--- src/tilt_compensated_compass_top_macros.svh ---
// Assertion macros shared by the compass block. Each expands to one
// labeled concurrent assertion clocked by aclk and held off during reset.
`ifndef TILT_COMPENSATED_COMPASS_TOP_MACROS_SVH
`define TILT_COMPENSATED_COMPASS_TOP_MACROS_SVH

// Two expressions must agree at every clock edge.
`define TCC_ASSERT_EQ(lbl, a, b) \
    lbl: assert property (@(posedge aclk) disable iff (!aresetn) (a) == (b)) \
        else $error("compass: signals that should agree differ");

// When the antecedent holds, the consequent holds in the next cycle.
`define TCC_ASSERT_NEXT(lbl, ante, cons) \
    lbl: assert property (@(posedge aclk) disable iff (!aresetn) (ante) |=> (cons)) \
        else $error("compass: next-cycle property failed");

`endif

--- src/tcc_pkg.sv ---
`default_nettype none

package tcc_pkg;

    // Number of CORDIC micro-rotations; the arctangent table covers up to 24.
    localparam int CORDIC_STAGES = 16;
    localparam int TAB_LEN       = 24;

    localparam int AW  = 16;  // output binary angle
    localparam int ZW  = 32;  // angle accumulator, 2^32 counts per turn
    localparam int VW  = 48;  // vectoring datapath, holds the heading terms
    localparam int SCW = 33;  // sine and cosine, Q30
    localparam int TW  = 34;  // residual angle in the rotation unit

    localparam int SQ_BITS = 28;            // bits of the Q16 magnitude
    localparam int SQ_LAT  = SQ_BITS + 1;   // squares stage plus one stage per bit
    localparam int VEC_LAT = CORDIC_STAGES + 2;
    localparam int ROT_LAT = CORDIC_STAGES + 2;
    localparam int MIX_LAT = 5;

    localparam logic [ZW-1:0] ANGLE_PI = 32'h8000_0000;
    localparam logic signed [SCW-1:0] INV_GAIN = 33'sd652032874;

    localparam logic [ZW-1:0] ATAN_TAB [TAB_LEN] = '{
        32'd536870912, 32'd316933406, 32'd167458907, 32'd85004756,
        32'd42667331,  32'd21354465,  32'd10679838,  32'd5340245,
        32'd2670163,   32'd1335087,   32'd667544,    32'd333772,
        32'd166886,    32'd83443,     32'd41721,     32'd20860,
        32'd10430,     32'd5215,      32'd2607,      32'd1303,
        32'd651,       32'd325,       32'd162,       32'd81
    };

    typedef enum logic [2:0] {
        REG_CENTER_X = 3'd0,
        REG_CENTER_Y = 3'd1,
        REG_CENTER_Z = 3'd2,
        REG_GAIN_X   = 3'd3,
        REG_GAIN_Y   = 3'd4,
        REG_GAIN_Z   = 3'd5
    } reg_index_t;

    typedef struct packed {
        logic signed [12:0] center_x;
        logic signed [12:0] center_y;
        logic signed [12:0] center_z;
        logic [11:0]        gain_x;
        logic [11:0]        gain_y;
        logic [11:0]        gain_z;
    } tcc_cfg_t;

endpackage

`default_nettype wire

--- src/tcc_sqrt.sv ---
`default_nettype none

module tcc_sqrt (
    input  wire logic                         aclk,
    input  wire logic                         aresetn,
    input  wire logic                         en,
    input  wire logic                         in_valid,
    input  wire logic signed [11:0]           accel_y,
    input  wire logic signed [11:0]           accel_z,
    output logic                              out_valid,
    output logic [tcc_pkg::SQ_BITS-1:0]       root
);
    import tcc_pkg::*;

    localparam int RW = 2 * SQ_BITS + 2;

    logic [SQ_LAT-1:0]  valid_reg;
    logic [23:0]        sum_reg;
    logic signed [23:0] sq_y;
    logic signed [23:0] sq_z;
    logic [RW-1:0]      rem_reg  [SQ_BITS];
    logic [SQ_BITS-1:0] root_reg [SQ_BITS];
    logic [RW-1:0]      rem_in   [SQ_BITS];
    logic [SQ_BITS-1:0] root_in  [SQ_BITS];

    assign sq_y = 24'(accel_y) * 24'(accel_y);
    assign sq_z = 24'(accel_z) * 24'(accel_z);

    always_ff @(posedge aclk) begin
        if (!aresetn) begin
            valid_reg <= '0;
        end else if (en) begin
            valid_reg <= {valid_reg[SQ_LAT-2:0], in_valid};
        end
    end

    always_ff @(posedge aclk) begin
        if (en) begin
            sum_reg <= 24'(unsigned'(sq_y) + unsigned'(sq_z));
        end
    end

    // One result bit per stage, most significant first (restoring method).
    for (genvar j = 0; j < SQ_BITS; j++) begin : g_bit
        localparam int K = SQ_BITS - 1 - j;
        logic [RW-1:0] cand;
        logic          fits;

        if (j == 0) begin : g_first
            assign rem_in[j]  = RW'({sum_reg, 32'd0});
            assign root_in[j] = '0;
        end else begin : g_rest
            assign rem_in[j]  = rem_reg[j-1];
            assign root_in[j] = root_reg[j-1];
        end

        assign cand = (RW'(root_in[j]) << (K + 1)) + (RW'(1) << (2 * K));
        assign fits = rem_in[j] >= cand;

        always_ff @(posedge aclk) begin
            if (en) begin
                rem_reg[j]  <= fits ? rem_in[j] - cand : rem_in[j];
                root_reg[j] <= root_in[j] | (SQ_BITS'(fits) << K);
            end
        end
    end

    assign out_valid = valid_reg[SQ_LAT-1];
    assign root      = root_reg[SQ_BITS-1];

endmodule

`default_nettype wire

--- config.mk ---
export PLATFORM = sky130hd
export DESIGN_NAME = tcc_sqrt
export DESIGN_NICKNAME = d
export VERILOG_FILES = /design/src/tilt_compensated_compass_top_macros.svh /design/src/tcc_pkg.sv /design/src/tcc_sqrt.sv
export SDC_FILE = /design/constraint.sdc
export NUM_CORES = 2
export LEC_CHECK = 0
export BUFFER_PORTS_ARGS = -buffer_cell sky130_fd_sc_hd__buf_2
export CORE_ASPECT_RATIO = 0.8
export CORE_MARGIN = 3
export CORE_UTILIZATION = 57
export CTS_BUF_LIST = sky130_fd_sc_hd__clkbuf_16
export DETAILED_ROUTE_END_ITERATION = 6
export GPL_TIMING_DRIVEN = 1
export HOLD_SLACK_MARGIN = 0.1
export PLACE_DENSITY = 0.73
export SYNTH_ARGS = -nofsm -noshare
export SYNTH_HDL_FRONTEND = slang
export SYNTH_SLANG_ARGS = --single-unit
--- constraint.sdc ---
create_clock -name aclk -period 9.2 [get_ports aclk]
set_input_delay 1.84 -clock aclk [delete_from_list [all_inputs] [get_ports aclk]]
set_output_delay 1.84 -clock aclk [all_outputs]
set_load 0.02 [all_outputs]
==> results.py <==
metrics = {
    "die": {
        "dieWidth_um": 429,
        "die_h_um": 345,
        "dieArea_sq_um": 148000,
        "core_area_sq_um": 142000,
        "top_level_ports": 57,
        "rows": 123,
        "initial_core_util_pct": 57.8,
    },
    "clocking": {
        "clock_sinks": 1385,
        "postCtsResizedCells": 0,
        "cts-root-buf": "clkbuf_16",
        "htree_levels": 4,
        "cts_made_buffers": 141,
        "clkTransAtPathRegs_ns": 0.06,
        "postCtsHoldBufs": 0,
        "cts_tree": "done",
        "postCtsSetupRepairBufs": 0,
        "clock_path_buffers": 3,
        "clock_latency_ns": 0.78,
    },
    "setup_path": {
        "critical_path_class": "in2reg",
        "ff2ff_path_depth": 13,
        "worstPathArrival_ns": 8.44,
        "crit_required_ns": 9.71,
        "endpoint_kind": "flip-flop",
        "crit_path_start_kind": "input port",
        "path_max_fanout": 15,
    },
    "logic_synthesis": {
        "ys.flop_type": "edfxtp_1",
        "synth_nets": 7956,
        "synth.distinct_cells": 96,
        "synth-warning-count": 0,
        "netlist_area_sq_um": 81800,
        "synth-edff-count": 1356,
        "syn_avg_cell_area_sq_um": 11.5,
        "async_reset_ff_share_pct": 0,
        "synthCells": 7137,
        "synth_seq_cells": 1385,
        "synth-seq-area-share_pct": 50.5,
    },
    "timing": {
        "finalSetupViolCount": 0,
        "relSlewSlack_pct": 11.2,
        "finalHoldViolations": 0,
        "final.setup.tns_ns": 0,
        "period_needed_ns": 7.93,
        "tightest_slew_ns": 1.32,
        "slew_viol_final": 0,
        "timing.fmax_ghz": 0.126,
        "rsz0062_at_grt": "false",
        "setup_ws_ns": 1.27,
        "fin_skew_ns": 0.0448,
        "fin_crit_sh_pct": 86.2,
    },
    "place": {
        "post-dp-hpwl_um": 126000,
        "portBuffers": 56,
        "pre_cts_ws_ns": 0.553,
        "gp_congestion": 0.912,
    },
    "finish": {
        "n_antenna_cell": 0,
        "final_util_pct": 62.6,
        "area_delta_synth_final_pct": 8.37,
        "nNetsFinal": 8056,
        "drive_above_1_share_pct": 5.63,
        "nFillCells": 10800,
        "largest_register_ffs": 926,
    },
    "outcome": {
        "status": "finished, final reports clean",
    },
    "run": {
        "cap_violations": 0,
    },
    "drt": {
        "highest-signal-layer": "met5",
        "dr.pass1.iters": 6,
        "drc": 0,
        "wl_um": 169000,
        "wl_met1_um": 83900,
        "routed-wl-met3_um": 13900,
        "dr_wl_met2_um": 68400,
        "vias": 52800,
        "routed_via_density": 5.72,
        "first_iter_violations": 4549,
        "ant_nets": 0,
        "routedWlPerCell_um": 18.3,
    },
    "global_route": {
        "grt_max_degree": 215,
        "gr-usage-all-layers_pct": 22.8,
        "grt_pass1_wl_um": 271000,
        "grt_overflow": 0,
        "grt_pass1_vias": 50800,
        "grt_antenna_before_repair": 5,
    },
    "pwr": {
        "pwr_density_cell_nw_per_um2": 311,
        "p_leak_nw": 35.8,
        "peakVddDrop_mv": 0.712,
    },
    "min_path": {
        "hold_class": "reg2reg",
        "hold_depth": 0,
    },
}
area by class of cell:
| cell class | count | area (sq um) | share of cell area, % |
|---|---|---|---|
| clock buffer | 142 | 3550 | 4.01 |
| clock inverter | 112 | 842 | 0.950 |
| inverter | 872 | 3270 | 3.69 |
| multi-input combinational | 4749 | 36700 | 41.4 |
| sequential | 1385 | 41300 | 46.6 |
| tap | 1875 | 2350 | 2.65 |
| timing repair buffer | 88 | 611 | 0.689 |
layer usage:
metal | GRT usage [%] | vias up
met5 | 0 | -
met4 | 5.19 | 8
met3 | 5.42 | 210
met2 | 31.5 | 1687
met1 | 36.1 | 25400
li1 | - | 25500
synthesized netlist by cell type, types with 6 or more instances:
cell | n | area, sq um
buf_2 | 12 | 60.1
and3_1 | 31 | 194
nand2b_1 | 85 | 532
nand3b_1 | 21 | 158
o31ai_1 | 41 | 308
a31oi_1 | 31 | 194
mux2_2 | 58 | 653
o21a_1 | 75 | 563
xnor2_1 | 346 | 3030
dfxtp_1 | 29 | 581
or2_2 | 30 | 188
xor2_1 | 349 | 3060
nand4b_1 | 16 | 140
a21oi_1 | 395 | 1980
nor2_1 | 462 | 1730
a211o_1 | 11 | 96.3
ha_1 | 494 | 6180
or4_1 | 49 | 368
a21o_1 | 138 | 1040
a211oi_1 | 40 | 300
a41o_1 | 6 | 60.1
nand4_1 | 49 | 307
and2_1 | 82 | 513
or3_1 | 65 | 407
o41ai_1 | 10 | 87.6
nand3_1 | 84 | 420
edfxtp_1 | 1356 | 40700
a31o_2 | 8 | 70.1
buf_1 | 10 | 37.5
nor2b_1 | 100 | 626
o21bai_1 | 50 | 375
nand2_1 | 485 | 1820
a2111oi_0 | 20 | 175
o2111ai_1 | 10 | 87.6
nor4_1 | 113 | 707
fa_1 | 297 | 5950
o211ai_1 | 27 | 203
a21boi_0 | 15 | 113
clkbuf_1 | 104 | 390
inv_1 | 866 | 3250
nor3_1 | 192 | 961
nor3b_1 | 18 | 135
mux2i_1 | 35 | 350
nor4b_1 | 13 | 114
o21ai_0 | 300 | 1500
critical path, stage by stage:
cell	delay, ns
buf_2	0.31
and2_1	0.23
inv_1	0.08
fa_1	0.50
fa_1	0.55
fa_1	0.53
inv_1	0.05
fa_1	0.46
fa_1	0.51
fa_1	0.54
inv_1	0.05
fa_1	0.53
inv_1	0.04
ha_1	0.22
o311ai_0	0.46
a21oi_1	0.22
a41o_1	0.32
nor4_1	0.23
nor2_1	0.12
a211oi_1	0.35
a21oi_1	0.14
xnor2_1	0.14
layout by cell type, fill, tap and decap left out, types with 82 or more instances in the layout:
| cell type | instances |
|---|---|
| nor2b_1 | 100 |
| fa_1 | 297 |
| nor3_1 | 192 |
| nor4_1 | 113 |
| a21oi_1 | 395 |
| nand2b_1 | 85 |
| xor2_1 | 349 |
| a21o_1 | 138 |
| edfxtp_1 | 1356 |
| ha_1 | 494 |
| nand3_1 | 84 |
| nand2_1 | 485 |
| xnor2_1 | 346 |
| nor2_1 | 462 |
| and2_1 | 82 |
| clkbuf_16 | 142 |
| o21ai_0 | 300 |
| inv_1 | 896 |
worst paths after layout:
path,from,endpoint,slack [ns]
max,accel_z[1],sum_reg[23],1.27
max reg2reg,rem_reg[1][470],rem_reg[1][575],3.21
min,sum_reg[0],rem_reg[0][32],0.42
min reg2reg,sum_reg[0],rem_reg[0][32],0.42
metrics by stage:
step,std cells,area [sq um],hold WS (ns),total power [mW]
floorplan,7137,81800,0.400,19.3
global placement,8969,84200,0.401,21.8
detailed placement,8969,84200,0.405,22.1
CTS,9223,88600,0.416,27.7
global route,9223,88600,0.420,29.8
finish,9223,88600,0.416,27.6
power by group:
| part | switching (mW) | internal, mW |
|---|---|---|
| clock | 2.44 | 3.01 |
| sequential | 0.705 | 8.68 |
| combinational | 7.03 | 5.71 |
| total | 10.2 | 17.4 |
kinds of logic after synthesis:
logic type                 after synthesis  share of synthesized area (%)
and+or+nand+nor                       1929                           11.9
adders and majority gates              791                           14.8
xor gates and xnor gates               695                           7.44
buffers and inverters                 1003                           4.65
other                                    1                        0.00459
DFF                                   1385                           50.5
muxes                                   93                           1.23
AOI/OAI and AO/OA                     1240                           9.47
Note: power is estimated with default switching activity, not from simulation.
