--- config.mk ---
export PLATFORM = sky130hd
export DESIGN_NAME = tcc_rot
export DESIGN_NICKNAME = d
export VERILOG_FILES = /design/src/tilt_compensated_compass_top_macros.svh /design/src/tcc_pkg.sv /design/src/tcc_rot.sv
export SDC_FILE = /design/constraint.sdc
export NUM_CORES = 2
export LEC_CHECK = 0
export BUFFER_PORTS_ARGS = -buffer_cell sky130_fd_sc_hd__buf_2
export CAP_MARGIN = 30
export CORE_MARGIN = 10
export CORE_UTILIZATION = 40
export DETAILED_ROUTE_END_ITERATION = 16
export SLEW_MARGIN = 20
export SYNTH_ARGS = -nofsm -noshare
export SYNTH_HDL_FRONTEND = slang
export SYNTH_SLANG_ARGS = --single-unit
--- constraint.sdc ---
create_clock -name aclk -period 7.25 [get_ports aclk]
set_clock_uncertainty 0.15 [all_clocks]
set_input_delay 1.0875 -clock aclk [delete_from_list [all_inputs] [get_ports aclk]]
set_output_delay 1.0875 -clock aclk [all_outputs]
set_load 0.01 [all_outputs]
--- src/tilt_compensated_compass_top_macros.svh ---
// Assertion macros shared by the compass block. Each expands to one
// labeled concurrent assertion clocked by aclk and held off during reset.
`ifndef TILT_COMPENSATED_COMPASS_TOP_MACROS_SVH
`define TILT_COMPENSATED_COMPASS_TOP_MACROS_SVH

// Two expressions must agree at every clock edge.
`define TCC_ASSERT_EQ(lbl, a, b) \
    lbl: assert property (@(posedge aclk) disable iff (!aresetn) (a) == (b)) \
        else $error("compass: signals that should agree differ");

// When the antecedent holds, the consequent holds in the next cycle.
`define TCC_ASSERT_NEXT(lbl, ante, cons) \
    lbl: assert property (@(posedge aclk) disable iff (!aresetn) (ante) |=> (cons)) \
        else $error("compass: next-cycle property failed");

`endif

--- src/tcc_pkg.sv ---
`default_nettype none

package tcc_pkg;

    // Number of CORDIC micro-rotations; the arctangent table covers up to 24.
    localparam int CORDIC_STAGES = 16;
    localparam int TAB_LEN       = 24;

    localparam int AW  = 16;  // output binary angle
    localparam int ZW  = 32;  // angle accumulator, 2^32 counts per turn
    localparam int VW  = 48;  // vectoring datapath, holds the heading terms
    localparam int SCW = 33;  // sine and cosine, Q30
    localparam int TW  = 34;  // residual angle in the rotation unit

    localparam int SQ_BITS = 28;            // bits of the Q16 magnitude
    localparam int SQ_LAT  = SQ_BITS + 1;   // squares stage plus one stage per bit
    localparam int VEC_LAT = CORDIC_STAGES + 2;
    localparam int ROT_LAT = CORDIC_STAGES + 2;
    localparam int MIX_LAT = 5;

    localparam logic [ZW-1:0] ANGLE_PI = 32'h8000_0000;
    localparam logic signed [SCW-1:0] INV_GAIN = 33'sd652032874;

    localparam logic [ZW-1:0] ATAN_TAB [TAB_LEN] = '{
        32'd536870912, 32'd316933406, 32'd167458907, 32'd85004756,
        32'd42667331,  32'd21354465,  32'd10679838,  32'd5340245,
        32'd2670163,   32'd1335087,   32'd667544,    32'd333772,
        32'd166886,    32'd83443,     32'd41721,     32'd20860,
        32'd10430,     32'd5215,      32'd2607,      32'd1303,
        32'd651,       32'd325,       32'd162,       32'd81
    };

    typedef enum logic [2:0] {
        REG_CENTER_X = 3'd0,
        REG_CENTER_Y = 3'd1,
        REG_CENTER_Z = 3'd2,
        REG_GAIN_X   = 3'd3,
        REG_GAIN_Y   = 3'd4,
        REG_GAIN_Z   = 3'd5
    } reg_index_t;

    typedef struct packed {
        logic signed [12:0] center_x;
        logic signed [12:0] center_y;
        logic signed [12:0] center_z;
        logic [11:0]        gain_x;
        logic [11:0]        gain_y;
        logic [11:0]        gain_z;
    } tcc_cfg_t;

endpackage

`default_nettype wire

--- src/tcc_rot.sv ---
`default_nettype none

module tcc_rot (
    input  wire logic                          aclk,
    input  wire logic                          aresetn,
    input  wire logic                          en,
    input  wire logic                          in_valid,
    input  wire logic [tcc_pkg::AW-1:0]        angle,
    output logic                               out_valid,
    output logic signed [tcc_pkg::SCW-1:0]     cos_out,
    output logic signed [tcc_pkg::SCW-1:0]     sin_out
);
    import tcc_pkg::*;

    localparam logic signed [TW-1:0] T_HALF_PI = 34'sd1073741824;
    localparam logic signed [TW-1:0] T_PI      = 34'sd2147483648;

    logic [ROT_LAT-1:0]    valid_reg;
    logic signed [SCW-1:0] x_reg   [CORDIC_STAGES+1];
    logic signed [SCW-1:0] y_reg   [CORDIC_STAGES+1];
    logic signed [TW-1:0]  t_reg   [CORDIC_STAGES+1];
    logic                  neg_reg [CORDIC_STAGES+1];
    logic signed [SCW-1:0] cos_reg;
    logic signed [SCW-1:0] sin_reg;
    logic signed [TW-1:0]  t_in;

    assign t_in = {{(TW-AW-16){angle[AW-1]}}, angle, 16'd0};

    always_ff @(posedge aclk) begin
        if (!aresetn) begin
            valid_reg <= '0;
        end else if (en) begin
            valid_reg <= {valid_reg[ROT_LAT-2:0], in_valid};
        end
    end

    // Angles past a quarter turn are brought back by pi; the results flip sign.
    always_ff @(posedge aclk) begin
        if (en) begin
            x_reg[0] <= INV_GAIN;
            y_reg[0] <= '0;
            if (t_in > T_HALF_PI) begin
                t_reg[0]   <= t_in - T_PI;
                neg_reg[0] <= 1'b1;
            end else if (t_in < -T_HALF_PI) begin
                t_reg[0]   <= t_in + T_PI;
                neg_reg[0] <= 1'b1;
            end else begin
                t_reg[0]   <= t_in;
                neg_reg[0] <= 1'b0;
            end
        end
    end

    for (genvar i = 0; i < CORDIC_STAGES; i++) begin : g_stage
        logic signed [TW-1:0] step;
        assign step = $signed({2'b00, ATAN_TAB[i]});

        always_ff @(posedge aclk) begin
            if (en) begin
                if (!t_reg[i][TW-1]) begin
                    x_reg[i+1] <= x_reg[i] - (y_reg[i] >>> i);
                    y_reg[i+1] <= y_reg[i] + (x_reg[i] >>> i);
                    t_reg[i+1] <= t_reg[i] - step;
                end else begin
                    x_reg[i+1] <= x_reg[i] + (y_reg[i] >>> i);
                    y_reg[i+1] <= y_reg[i] - (x_reg[i] >>> i);
                    t_reg[i+1] <= t_reg[i] + step;
                end
                neg_reg[i+1] <= neg_reg[i];
            end
        end
    end

    always_ff @(posedge aclk) begin
        if (en) begin
            cos_reg <= neg_reg[CORDIC_STAGES] ? -x_reg[CORDIC_STAGES] : x_reg[CORDIC_STAGES];
            sin_reg <= neg_reg[CORDIC_STAGES] ? -y_reg[CORDIC_STAGES] : y_reg[CORDIC_STAGES];
        end
    end

    assign out_valid = valid_reg[ROT_LAT-1];
    assign cos_out   = cos_reg;
    assign sin_out   = sin_reg;

endmodule

`default_nettype wire

==> impl_summary.log <==
INFO  metric floorplan.io_pins = 87
INFO  metric cts_made_buffers = 183
INFO  metric grt_antenna_before_repair = 3
INFO  metric drt_initial_violations = 5668
INFO  metric fp.dieH = 572 microns
INFO  metric timing.critical_path.from_type = input pin
INFO  metric ctsHtreeMaxLevel = 4
INFO  metric post_cts_buffers = 0
INFO  metric route.vias.total = 90800
INFO  metric final-setup-viol-count = 0
INFO  metric drive_gt1_frac = 0.0468
INFO  metric syn_inst = 12400
INFO  metric grt_setup_unrepaired = no
INFO  metric placement.cell_area = 127000 sq um
INFO  metric area_growth = 9.42%
INFO  metric synth.yosys.seq_area_share = 0.372
INFO  metric final.min_clock_period = 5.77 ns
INFO  metric fillers = 29100
INFO  metric synthesis.yosys.warnings = 0
INFO  metric netlist.area_leader.share = 0.369
INFO  metric timing_hold_violations_final = 0
INFO  metric ordered_list_of_cells_on_the_worst_path = buf_12 -> nand2_2 -> clkinv_1 -> nor2_1 -> xor2_1 -> ha_1 -> a211oi_1 -> o21ai_0 -> o2111a_1 -> o21ai_0 -> a21oi_1 -> a41o_1 -> o41a_1 -> a41o_1 -> a21o_1 -> a21oi_1 -> xnor2_1
INFO  metric maxCapViolations = 0
INFO  metric synthTopCellsByArea = edfxtp_1, ha_1, xnor2_1, a21oi_1, xor2_1
INFO  metric ctsHoldBuffers = 0
INFO  metric slew_viol_final = 0
INFO  metric max_slew_margin = 0.324
INFO  metric register_area = 45400 sq um
INFO  metric first_pass_grt_wire_length = 471 mm
INFO  metric ys_dominant_reg_cell = edfxtp_1
INFO  metric port_buffers = 86
INFO  metric drt_pass1_iterations = 6
INFO  metric initial_core_util = 0.402
INFO  metric synth-async-reset-ratio = 0
INFO  metric worst_setup_hold_path_clk_slew = 0.06 ns
INFO  metric status = complete, no violations
INFO  metric layout_common_cells = edfxtp_1, ha_1, a21oi_1
INFO  metric wirelength = 291 mm
INFO  metric post_synth_instance_area = 122000 sq um
INFO  metric layout.cells.most_common = edfxtp_1
INFO  metric vias_per_cell = 5.44
INFO  metric rows = 202
INFO  metric synth-edff-count = 1500
INFO  metric postSynthRegisterBits = 1518
INFO  metric routability_congestion_estimate = 0.913
INFO  metric worst_skew_pair.late_latency = 0.86 ns
INFO  metric synthesis.nets = 13800
INFO  metric grt_use_total = 0.173
INFO  metric multiInputGateArea = 74300 sq um
INFO  metric overflow = 0
INFO  metric cp_data_arrival_time = 6.21 ns
INFO  metric critPathKind = input pin to flop
INFO  metric grt_pass1_vias = 87300
INFO  metric clk_root_buffer_cell = clkbuf_16
INFO  metric final_nets = 14000
INFO  metric cts.repair.resized = 0
INFO  metric achievable-frequency = 173 MHz
INFO  metric netlist-cell-type-count = 99
INFO  metric clock_tree.buffer_depth = 4
INFO  metric worstHoldPathType = flop to flop
INFO  metric drc = 0
INFO  metric count_of_antenna_violating_nets_left_after_detailed_routing = 0
INFO  metric detail_route.wl_per_cell = 17.4 microns
INFO  metric grt_start_max_net_pins = 173
INFO  metric die_area = 327000 sq um
INFO  metric final.setup.tns = 0 ns
INFO  metric post-dp-hpwl = 231 mm
INFO  metric max_reg_flops = 496
INFO  metric finish.instance_area = 133000 sq um
INFO  metric utilization = 0.440
INFO  metric worst_slew_pin_tran = 1.01 ns
INFO  metric slowest_cp_cell = clkinv_1
INFO  metric cp.required = 7.68 ns
INFO  metric tritoncts_num_sinks = 1518
INFO  metric tritoncts = yes
INFO  metric highest_fanout_seen_on_the_critical_path = 64
INFO  metric slowest_delay = 0.76 ns
INFO  metric syn-mean-instance-area = 9.86 sq um
INFO  metric biggest_area_consumer_among_synthesized_cells = edfxtp_1
INFO  metric dieWidth = 572 microns
INFO  metric min_period_over_period = 0.796
INFO  metric design.core.area = 303000 sq um
INFO  metric critical_path.endpoint_type = flop
==> final timing paths <==
path / start / to / slack, ns / cells after the start
min reg2reg: t_reg[0][26] / t_reg[1][26] / 0.26 / 0
max reg2reg: y_reg[10][10] / x_reg[11][30] / 1.53 / 19
max: en / x_reg[4][32] / 1.48 / 17
min: t_reg[0][26] / t_reg[1][26] / 0.26 / 0
==> per-layer routing <==
metal,wire length [microns],GRT usage,share of wire,up-vias
li1,-,-,-,46600
met5,0,0,0,-
met4,10500,0.0575,0.036,0
met2,137000,0.297,0.47,1583
met3,10400,0.0179,0.036,462
met1,133000,0.226,0.46,42200
==> stage by stage <==
stage	setup WS (ns)	instances	hold WS [ns]
6_report	1.48	16700	0.265
5_1_grt	1.07	16700	0.274
3_5_place_dp	0.753	16400	0.255
3_3_place_gp	0.611	16400	0.251
4_1_cts	1.57	16700	0.249
2_1_floorplan	1.43	12400	0.250
==> layout make-up <==
| type | instances | area share |
|---|---|---|
| timing repair buffer | 182 | 0.00912 |
| antenna | 1 | 0.0000188 |
| sequential | 1518 | 0.340 |
| multi-input combinational | 10200 | 0.556 |
| inverter | 451 | 0.0127 |
| clock inverter | 94 | 0.00750 |
| clock buffer | 230 | 0.0368 |
| tap | 3978 | 0.0373 |
==> critical path: cells and delay by family <==
kind | cells | cell delay (ns)
compound gates | 10 | 2.67
buf+inv | 2 | 0.93
fa+ha+maj | 1 | 0.30
xor+xnor | 2 | 0.25
simple gates | 2 | 0.81
==> logic make-up after synthesis <==
family | Yosys count | share of synthesized area
AOI/OAI and AO/OA | 3772 | 0.196
DFF | 1518 | 0.372
and+or+nand+nor | 3099 | 0.123
xor gates and xnor gates | 1828 | 0.131
muxes | 127 | 0.0108
adders and majority gates | 1409 | 0.147
buffers and inverters | 622 | 0.0192
==> synth_stat cells (37+ instances only) <==
| cell type | n |
|---|---|
| a211oi_1 | 103 |
| a21boi_0 | 38 |
| a21o_1 | 615 |
| a21oi_1 | 1242 |
| a31oi_1 | 129 |
| and2_1 | 45 |
| and3_1 | 98 |
| clkbuf_1 | 136 |
| edfxtp_1 | 1500 |
| fa_1 | 42 |
| ha_1 | 1367 |
| inv_1 | 441 |
| mux2_2 | 39 |
| mux2i_1 | 88 |
| nand2_1 | 708 |
| nand2b_1 | 189 |
| nand3_1 | 198 |
| nand4_1 | 80 |
| nor2_1 | 937 |
| nor2b_1 | 185 |
| nor3_1 | 252 |
| nor3b_1 | 37 |
| nor4_1 | 90 |
| o211ai_1 | 41 |
| o21a_1 | 194 |
| o21ai_0 | 699 |
| o21bai_1 | 174 |
| o31ai_1 | 145 |
| o41ai_1 | 67 |
| or3_1 | 105 |
| or4_1 | 58 |
| xnor2_1 | 1215 |
| xor2_1 | 611 |
Power is not shown: default switching activity piles up to over one toggle a cycle in this logic, so the estimate is an artifact.
